===== config.mk =====
export PLATFORM = sky130hd
export DESIGN_NAME = sorted_set_binary_insert
export DESIGN_NICKNAME = d
export VERILOG_FILES = /design/src/rtl/ssbi_pkg.sv /design/src/rtl/ssbi_cell.sv /design/src/rtl/sorted_set_binary_insert.sv
export SDC_FILE = /design/constraint.sdc
export NUM_CORES = 2
export LEC_CHECK = 0
export ABC_CLOCK_PERIOD_IN_PS = 5900
export BUFFER_PORTS_ARGS = -buffer_cell sky130_fd_sc_hd__buf_2
export CAP_MARGIN = 20
export CORE_MARGIN = 8
export CORE_UTILIZATION = 30
export CTS_CLUSTER_SIZE = 8
export DETAILED_ROUTE_END_ITERATION = 7
export HOLD_SLACK_MARGIN = 0.05
export SYNTH_ARGS = -nofsm -noshare
export SYNTH_HDL_FRONTEND = slang
export SYNTH_SLANG_ARGS = --single-unit

===== constraint.sdc =====
create_clock -name clk -period 5.9 [get_ports clk]
set_input_delay 0.59 -clock clk [delete_from_list [all_inputs] [get_ports clk]]
set_output_delay 0.59 -clock clk [all_outputs]
set_load 0.005 [all_outputs]

===== src/rtl/ssbi_pkg.sv =====
package ssbi_pkg;

	localparam int VALUE_W = 32;
	localparam int INDEX_W = 4;
	localparam int STATUS_W = 2;
	localparam int COUNT_W = 5;
	localparam int LIMIT_W = 5;

	localparam logic [LIMIT_W-1:0] LIMIT_RESET = 5'd16;

	localparam logic ACT_INSERT = 1'b0;
	localparam logic ACT_READ = 1'b1;

	localparam logic [STATUS_W-1:0] ST_DONE = 2'd0;
	localparam logic [STATUS_W-1:0] ST_DUP = 2'd1;
	localparam logic [STATUS_W-1:0] ST_FULL = 2'd2;
	localparam logic [STATUS_W-1:0] ST_BADIDX = 2'd3;

	typedef struct packed {
		logic action;
		logic signed [VALUE_W-1:0] value;
		logic [INDEX_W-1:0] index;
	} item_t;

	typedef struct packed {
		logic [STATUS_W-1:0] status;
		logic [INDEX_W-1:0] position;
		logic signed [VALUE_W-1:0] read_value;
		logic [COUNT_W-1:0] count;
	} result_t;

	typedef struct packed {
		logic cmp;
		logic load;
		logic signed [VALUE_W-1:0] value;
	} cell_ctl_t;

endpackage


===== src/rtl/ssbi_cell.sv =====
module ssbi_cell (
	input  logic clk,
	input  ssbi_pkg::cell_ctl_t ctl,
	input  logic valid,
	input  logic left_lt,
	input  logic signed [ssbi_pkg::VALUE_W-1:0] left_entry,
	output logic signed [ssbi_pkg::VALUE_W-1:0] entry,
	output logic lt,
	output logic eq
);
	import ssbi_pkg::*;

	logic signed [VALUE_W-1:0] entry_q;
	logic lt_q;
	logic eq_q;

	// compare pass: flag this slot against the searched word
	always_ff @(posedge clk) begin
		if (ctl.cmp) begin
			lt_q <= valid && (entry_q < ctl.value);
			eq_q <= valid && (entry_q == ctl.value);
		end
	end

	// insert pass: hold below the insert point, take the new word at it, shift up above it
	always_ff @(posedge clk) begin
		if (ctl.load && !lt_q) begin
			if (left_lt) begin
				entry_q <= ctl.value;
			end else begin
				entry_q <= left_entry;
			end
		end
	end

	assign entry = entry_q;
	assign lt = lt_q;
	assign eq = eq_q;

endmodule


===== src/rtl/sorted_set_binary_insert.sv =====
// Each word is registered, then makes a compare pass and an insert pass through the row of
// cells; a new word is taken only once the last one has committed, and the commit waits
// while the result register is full and stalled.
// Reset (arst_n low, asynchronous): count cleared, limit_q set to 16, no result
// pending. Table contents are undefined until written; only slots below the count are read.
module sorted_set_binary_insert #(
	parameter int CAPACITY = 16
) (
	input  logic clk,
	input  logic arst_n,
	input  logic item_valid,
	output logic item_stall,
	input  ssbi_pkg::item_t item,
	output logic result_valid,
	input  logic result_stall,
	output ssbi_pkg::result_t result,
	input  logic limit_valid,
	output logic limit_ready,
	input  logic [ssbi_pkg::LIMIT_W-1:0] limit_data
);
	import ssbi_pkg::*;

	localparam int PW = $clog2(CAPACITY);
	localparam int CW = $clog2(CAPACITY + 1);
	localparam int LW = (CW > LIMIT_W) ? CW : LIMIT_W;
	localparam int PXW = PW + INDEX_W;

	localparam logic [1:0] PH_IDLE = 2'd0;
	localparam logic [1:0] PH_CMP = 2'd1;
	localparam logic [1:0] PH_COMMIT = 2'd2;

	logic [1:0] phase_q;
	item_t item_q;
	logic [CW-1:0] fill_q;
	logic [LIMIT_W-1:0] limit_q;
	result_t result_q;
	logic result_valid_q;

	cell_ctl_t ctl;
	logic signed [VALUE_W-1:0] entry [CAPACITY];
	logic [CAPACITY-1:0] lt;
	logic [CAPACITY-1:0] eq;
	logic [CAPACITY-1:0] left_lt;
	logic [CAPACITY-1:0] boundary;
	logic [CAPACITY-1:0] valid;

	logic [PW-1:0] pos_enc;
	logic [PXW-1:0] pos_wide;
	logic found;
	logic full;
	logic ins_ok;
	logic commit;
	logic [LW-1:0] fill_ext;
	logic [LW-1:0] count_ext;
	logic signed [VALUE_W-1:0] rd;
	result_t res_next;

	assign item_stall = (phase_q != PH_IDLE);
	assign limit_ready = 1'b1;
	assign result_valid = result_valid_q;
	assign result = result_q;

	assign commit = (phase_q == PH_COMMIT) && (!result_valid_q || !result_stall);

	assign ctl.cmp = (phase_q == PH_CMP);
	assign ctl.load = commit && ins_ok;
	assign ctl.value = item_q.value;

	genvar g;
	generate
		for (g = 0; g < CAPACITY; g++) begin : g_cell
			assign valid[g] = CW'(g) < fill_q;
			if (g == 0) begin : g_head
				assign left_lt[g] = 1'b1;
				ssbi_cell u_cell (
					.clk(clk), .ctl(ctl), .valid(valid[g]),
					.left_lt(1'b1), .left_entry('0),
					.entry(entry[g]), .lt(lt[g]), .eq(eq[g])
				);
			end else begin : g_body
				assign left_lt[g] = lt[g-1];
				ssbi_cell u_cell (
					.clk(clk), .ctl(ctl), .valid(valid[g]),
					.left_lt(lt[g-1]), .left_entry(entry[g-1]),
					.entry(entry[g]), .lt(lt[g]), .eq(eq[g])
				);
			end
		end
	endgenerate

	assign boundary = left_lt & ~lt;

	always_comb begin
		pos_enc = '0;
		for (int i = 0; i < CAPACITY; i++) begin
			if (boundary[i]) begin
				pos_enc = pos_enc | PW'(i);
			end
		end
	end

	always_comb begin
		rd = '0;
		for (int i = 0; i < CAPACITY; i++) begin
			if (i < 16 && item_q.index == INDEX_W'(i)) begin
				rd = entry[i];
			end
		end
	end

	assign pos_wide = PXW'(pos_enc);
	assign found = |eq;
	assign fill_ext = LW'(fill_q);
	assign full = (fill_ext >= LW'(limit_q)) || (fill_q == CW'(CAPACITY));
	assign ins_ok = (item_q.action == ACT_INSERT) && !found && !full;
	assign count_ext = ins_ok ? LW'(fill_q + 1'b1) : fill_ext;

	always_comb begin
		res_next.status = ST_DONE;
		res_next.position = '0;
		res_next.read_value = '0;
		res_next.count = count_ext[COUNT_W-1:0];
		if (item_q.action == ACT_READ) begin
			if (LW'(item_q.index) >= fill_ext) begin
				res_next.status = ST_BADIDX;
			end else begin
				res_next.read_value = rd;
			end
		end else if (found) begin
			res_next.status = ST_DUP;
			res_next.position = pos_wide[INDEX_W-1:0];
		end else if (full) begin
			res_next.status = ST_FULL;
		end else begin
			res_next.position = pos_wide[INDEX_W-1:0];
		end
	end

	always_ff @(posedge clk or negedge arst_n) begin
		if (!arst_n) begin
			phase_q <= PH_IDLE;
			fill_q <= '0;
			limit_q <= LIMIT_RESET;
			result_valid_q <= 1'b0;
		end else begin
			if (limit_valid && limit_ready) begin
				limit_q <= limit_data;
			end
			if (result_valid_q && !result_stall && !commit) begin
				result_valid_q <= 1'b0;
			end
			case (phase_q)
				PH_IDLE: begin
					if (item_valid) begin
						phase_q <= PH_CMP;
					end
				end
				PH_CMP: begin
					phase_q <= PH_COMMIT;
				end
				PH_COMMIT: begin
					// hold until the result register is free
					if (commit) begin
						phase_q <= PH_IDLE;
						result_valid_q <= 1'b1;
						if (ins_ok) begin
							fill_q <= fill_q + 1'b1;
						end
					end
				end
				default: begin
					phase_q <= PH_IDLE;
				end
			endcase
		end
	end

	always_ff @(posedge clk) begin
		if (item_valid && !item_stall) begin
			item_q <= item;
		end
		if (commit) begin
			result_q <= res_next;
		end
	end

`ifndef ASSERT_OFF
	a_fill_bound: assert property (@(posedge clk) disable iff (!arst_n)
		fill_q <= CW'(CAPACITY))
		else $error("fill count beyond capacity");

	a_eq_single: assert property (@(posedge clk) disable iff (!arst_n)
		(phase_q == PH_COMMIT) |-> $onehot0(eq))
		else $error("value matched in more than one slot");

	a_fill_step: assert property (@(posedge clk) disable iff (!arst_n)
		(fill_q != $past(fill_q)) |-> (fill_q == CW'($past(fill_q) + 1'b1)))
		else $error("fill count moved by other than one");

	a_commit_order: assert property (@(posedge clk) disable iff (!arst_n)
		(item_valid && !item_stall) |=> ##1 (phase_q == PH_COMMIT))
		else $error("compare pass skipped");

	a_sorted: assert property (@(posedge clk) disable iff (!arst_n)
		(phase_q == PH_IDLE && fill_q >= CW'(2)) |-> (entry[0] < entry[1]))
		else $error("head of table out of order");
`endif

endmodule


Yosys cells after proc, flatten, opt, wreduce, memory -nomap -nowiden
Index checks and enable logic that the tools add are counted.
{ "totals": {"register_bits": 637, "latchBits": 0, "ramBits": 0, "rom_bits": 0, "in_bits": 47, "wordCells": 277, "n_memories": 0} }
{ "classes": {"add_sub_neg": 1, "n_mul": 0, "div_mod_pow": 0, "n_lt_le_gt_ge": 34, "n_eq_ne": 36, "shifts": 0, "muxes": 58, "bitwise_logic": 3, "reduce_logical": 86} }
{ "op_table": {"columns": ["cell", "n"], "rows": [
  ["2-to-1 mux 32 bit", 31],
  ["== test 32 bit", 16],
  ["< comparator 32 bit", 16],
  ["logical AND 1 bit", 55],
  ["< comparator 4 x 5 -> 1 bit (first input constant)", 8],
  ["2-to-1 mux 4 bit", 9],
  ["== test 4 bit (second input constant)", 8],
  ["logical NOT 1 bit", 22],
  ["< comparator 3 x 5 -> 1 bit (first input constant)", 4],
  ["AND 16 bit", 1],
  ["== test 4 x 3 -> 1 bit (second input constant)", 4],
  ["inverter 16 bit", 1],
  ["OR reduction 16 bit", 1],
  ["2-to-1 mux 2 bit", 7],
  ["2-to-1 mux 3 bit", 4],
  ["< comparator 1 x 5 -> 1 bit (first input constant)", 2],
  ["< comparator 2 x 5 -> 1 bit (first input constant)", 2],
  ["== test 4 x 2 -> 1 bit (second input constant)", 2],
  ["2-to-1 mux 6 bit", 1],
  ["one-hot mux 2 bit (3 select lines)", 1],
  ["adder 5 x 1 -> 5 bit (second input constant)", 1],
  ["== test 5 bit (second input constant)", 1],
  [">= comparator 4 x 5 -> 1 bit", 1],
  [">= comparator 5 bit", 1],
  ["other kinds (13)", 19]
]} }

Depth between registers and ports, before layout
{ "depth": {"depth_word": 20, "depth_mapped": 13, "depth_no_buf": 8} }

Hierarchy
From an unflattened synthesis, not the netlist that was laid out.
{ "unflattened": {"hier_cells": 3968, "area_unflattened_um2": 44901.8} }
{ "by_module_without_submodules": {"columns": ["module", "instances", "cells_per_inst", "area_each_um2", "seq_area_each_um2"], "rows": [
  ["ssbi_cell at g_cell[0].g_head.u_cell ...", 15, 189, 2255.9, 1021.0],
  ["sorted_set_binary_insert", 1, 944, 8818.5, 2728.9],
  ["ssbi_cell at g_cell[10].g_body.u_cell", 1, 189, 2244.7, 1021.0]
]} }

Worst setup path before layout
OpenSTA, ideal clock, no wires.
{ "synth_timing": {"kind": "input to register", "start": "in result_stall", "end": "reg g_cell[0].g_head.u_cell.entry_q[0], enable pin", "setup_ps": 421, "arrival_ps": 5061, "t_required_ps": 5479, "setup_slack_ps": 418, "cell_stages": 5, "cell_sequence": "a21oi_1 > o2111ai_1 > buf_2 > buf_1 > nor2_1"} }
{ "synth_via": {"elab_chain_cells": 5} }
{ "synth_lines": {"columns": ["item", "line", "rtl"], "rows": [
  ["start, declared", "sorted_set_binary_insert.sv:15", "input logic result_stall,"],
  ["logical NOT 1 bit", "sorted_set_binary_insert.sv:63", "assign commit = (phase_q == PH_COMMIT) && (!result_valid_q || !result_stall);"],
  ["logical OR 1 bit", "sorted_set_binary_insert.sv:63", null],
  ["logical AND 1 bit", "sorted_set_binary_insert.sv:63", null],
  ["logical AND 1 bit", "sorted_set_binary_insert.sv:66", "assign ctl.load = commit && ins_ok;"],
  ["logical AND 1 bit", "ssbi_cell.sv:27", "if (ctl.load && !lt_q) begin"],
  ["end signal, assigned", "ssbi_cell.sv:29", "entry_q <= ctl.value;"],
  ["end signal, assigned", "ssbi_cell.sv:31", "entry_q <= left_entry;"],
  ["end, declared", "ssbi_cell.sv:13", "logic signed [VALUE_W-1:0] entry_q;"]
]} }
No other way between the ends.
A chain may end at the register's enable or synchronous reset.

Worst setup path after layout
{ "layout_timing": {"start": "reg item_q (netlist bit ctl[31])", "end": "reg g_cell[0].g_head.u_cell.lt_q, data pin"} }
{ "layout_via": {"elab_chain_cells": 2} }
{ "layout_lines": {"columns": ["item", "line", "rtl"], "rows": [
  ["start, declared", "sorted_set_binary_insert.sv:33", "item_t item_q;"],
  ["start signal, assigned", "sorted_set_binary_insert.sv:180", "item_q <= item;"],
  ["< comparator 32 bit", "ssbi_cell.sv:20", "lt_q <= valid && (entry_q < ctl.value);"],
  ["logical AND 1 bit", "ssbi_cell.sv:20", null],
  ["end signal, assigned", "ssbi_cell.sv:20", null],
  ["end, declared", "ssbi_cell.sv:14", "logic lt_q;"]
]} }
No other way between the ends.

==> flow_summary.ini <==
[setup_path]
r2r_cells = 8
path_class = flip-flop to flip-flop
crit_slowest_cell = edfxtp_1
worstSetupEndpointType = flip-flop
cp.depth = 8
path_delay_family = simple AND/OR/NAND/NOR gates
path_cells = inv_1 -> ha_1 -> nand4_1 -> nor3_1 -> nand2_1 -> nor4_1 -> a211oi_1 -> mux2_1
arrival_ps = 4660
cp-start-kind = flip-flop
crit_buf_inv = 1
crit-reg2reg-launch = ctl[31]$_DFFE_PP_
crit_path_max_fanout = 17
timing.reg2reg.setup_slack_ps = 1650
crit_path_max_incr_delay_ps = 840
cp.required_ps = 6310
rr_endpoint = g_cell[0].g_head.u_cell.lt$_DFFE_PN_

[timing]
tightest_slew_ps = 1120
setup_violations = 0
fmax_mhz = 235.3
tns_ps = 0
timing.final.max_slew_violations = 0
grt_setup_unrepaired = no
fin_ws_ps = 1651
period_share_pct = 72.03
hold_viol_final = 0
timing.final.crit_period_ps = 4250
finClkSkew_ps = 38.28
max_slew_margin_pct = 25.04
holdWs_ps = 105.8

[worst_hold_path]
hold-path-endpoint = ctl[13]$_DFFE_PP_
hold_depth = 1
hold_path_class = input pin to flip-flop
min_from = item[17]

[clock_network]
cts_max_level = 3
postCtsSetupBuffers = 0
insertion_delay_ps = 670
clock-sinks = 637
cts_inserted_buffers = 92
post_cts_resized = 0
cts_tree = built
path_clk_slew_ps = 50
cts-root-buf = clkbuf_16
cts_hold_buf = 1
cts_buffer_depth = 3

[floorplanning]
rows = 137
io_pins = 93
dieWidth_um = 389.1
core-area_sq_um = 138800
start_util_pct = 30.07
die_h_um = 389.1
dieArea_sq_um = 151400

[layout]
antenna_cells = 0
postLayoutCoreUtil_pct = 34.06
final_cell_mix = 624 x edfxtp_1, 523 x ha_1, 491 x mux2_2
syn_to_final_growth_pct = 13.27
nFillCells = 13720
drive_gt1_share_pct = 23.45
fin_nets = 4105
final_common_cell = edfxtp_1

[placed_design]
place_congestion = 0.9573
place_hpwl_um = 112200
port_buffers = 91
dpl_worst_slack_ps = 1804

[global_route]
grt_max_degree = 88
grt_pass1_wl_um = 214000
grt_pass1_vias = 31260
antenna_found_initial = 2
grt_use_total_pct = 18.72
grt_overflow = 0

[pwr]
powerDensity_nw_per_um2 = 291.8
p_sw_share_pct = 31.21
ir_worst_vdd_mv = 0.1992
p_leak_nw = 17.21
p_int_mw = 9.494
p_sw_mw = 4.307
sequentialPowerShare_pct = 39.5
p_clk_share_pct = 36.0
p_comb_share_pct = 24.5

[routing]
via_per_inst = 5.796
finalWirelength_um = 148400
wl_per_cell_um = 27.58
drc_errors = 0
ant_nets = 0
vias = 31190
drt_iter0_markers = 3180
drt_pass1_iterations = 5

[run]
timing.max_cap.violations = 0

[yosys]
ys_ff_latch = 637
syn_nets = 4005
synth_top_cell_by_area = edfxtp_1
postSynth.asyncResetShare_pct = 2.041
synth_top_area_share_pct = 44.87
synth_cell_type_count = 84
synth_edf_count = 624
synth_warnings = 0
ys.flop_type = edfxtp_1
synthCells = 3435
syn_area_per_cell_sq_um = 12.16
ys_seq_area_share_pct = 45.66
synthTopCellsByArea = edfxtp_1 45%, ha_1 16%, mux2_2 13%
synthesis.area_sq_um = 41760

[status]
outcome = completed
[per-layer routing]
| metal | GRT usage [%] | wire, um | up-vias |
|---|---|---|---|
| li1 | - | - | 13920 |
| met1 | 25.26 | 64170 | 15650 |
| met2 | 29.88 | 67050 | 1354 |
| met3 | 3.473 | 11510 | 265 |
| met4 | 6.979 | 5676 | 2 |
| met5 | 0 | 13 | - |
[cell type report]
type / instances / area [sq um] / area share [%]
sequential: 637 / 19060 / 40.31
timing repair buffer: 184 / 1277 / 2.701
inverter: 92 / 345.3 / 0.7302
clock inverter: 7 / 68.82 / 0.1455
multi-input combinational: 2528 / 21760 / 46.02
clock buffer: 126 / 2515 / 5.317
tap: 1807 / 2261 / 4.780
[worst register-to-register path: stages, from the launching register on]
cell      delay (ps)
edfxtp_1         840
inv_1            660
ha_1             580
nand4_1          190
nor3_1           770
nand2_1          100
nor4_1           400
a211oi_1         140
mux2_1           330
[registers in the layout, summed over array words and instances, names as in the netlist]
register                    cells
g_cell.g_head.u_cell.entry     32
result_valid                    1
g_cell.g_head.u_cell.lt         1
item_q                          5
fill_ext                        5
g_cell.g_head.u_cell.eq         1
phase_q                         2
g_cell.g_body.u_cell.entry    480
result                         43
g_cell.g_body.u_cell.eq        15
g_cell.g_body.u_cell.lt        15
limit_q                         5
ctl                            32
[metrics by stage]
stage	instances	total power, mW	cell area [sq um]
final	5381	13.80	47300
after global routing	5381	14.31	47300
after CTS	5378	13.85	47250
after detailed placement	5244	8.852	44650
after global placement	5236	8.806	44520
after floorplan	3435	7.581	41760
[logic make-up (layout without fill, tap and decap cells)]
logic type	after synthesis	in the layout	share of synthesized area, %
buf+inv	270	409	2.631
fa+ha+maj	523	523	15.67
other cells	1	1	0.008981
mux	557	557	15.52
xor+xnor	8	8	0.1678
flops	637	637	45.66
simple gates	626	626	7.557
compound gates	813	813	12.79
[power by group through the flow]
stage / Combinational (mW) / Sequential, mW / Clock [mW]
floorplan: 2.15 / 5.43 / 0
global placement: 3.26 / 5.54 / 0
detailed placement: 3.31 / 5.54 / 0
CTS: 3.33 / 5.45 / 5.06
global route: 3.63 / 5.47 / 5.22
finish: 3.38 / 5.45 / 4.97
[worst max-delay path by stage]
stage                   startpoint                                          to  slack (ps)
3_5_place_dp     ctl[31]$_DFFE_PP_        g_cell[0].g_head.u_cell.lt$_DFFE_PN_        1800
5_1_grt          ctl[31]$_DFFE_PP_        g_cell[0].g_head.u_cell.lt$_DFFE_PN_        1480
6_report         ctl[31]$_DFFE_PP_        g_cell[0].g_head.u_cell.lt$_DFFE_PN_        1650
4_1_cts          ctl[31]$_DFFE_PP_        g_cell[0].g_head.u_cell.lt$_DFFE_PN_        1790
2_1_floorplan         result_stall  g_cell[0].g_head.u_cell.entry[0]$_DFFE_PP_         420
3_3_place_gp   item_q[0]$_DFFE_PP_                     result[5]$_SDFFCE_PP0P_        1730
[cells in the mapped netlist, types with 12 or more instances]
cell type	count
mux4_2	22
o221ai_1	22
a221oi_1	30
o2111ai_1	13
nand2_1	146
a21oi_1	174
o21a_1	22
o21ai_0	148
buf_2	32
a31oi_1	32
nor2b_1	34
a211oi_1	58
nand2b_1	26
nor4_1	27
nor3_1	58
edfxtp_1	624
dfrtp_1	12
nor2_1	131
o21ai_1	42
a22oi_1	37
buf_1	44
o22ai_1	45
mux2_2	491
a2111oi_0	20
inv_1	87
ha_1	523
nand3_1	43
mux2i_1	36
clkbuf_1	92
nand4_1	105
a21o_1	46
o211ai_1	42
Note: power is estimated with default switching activity, not from simulation.
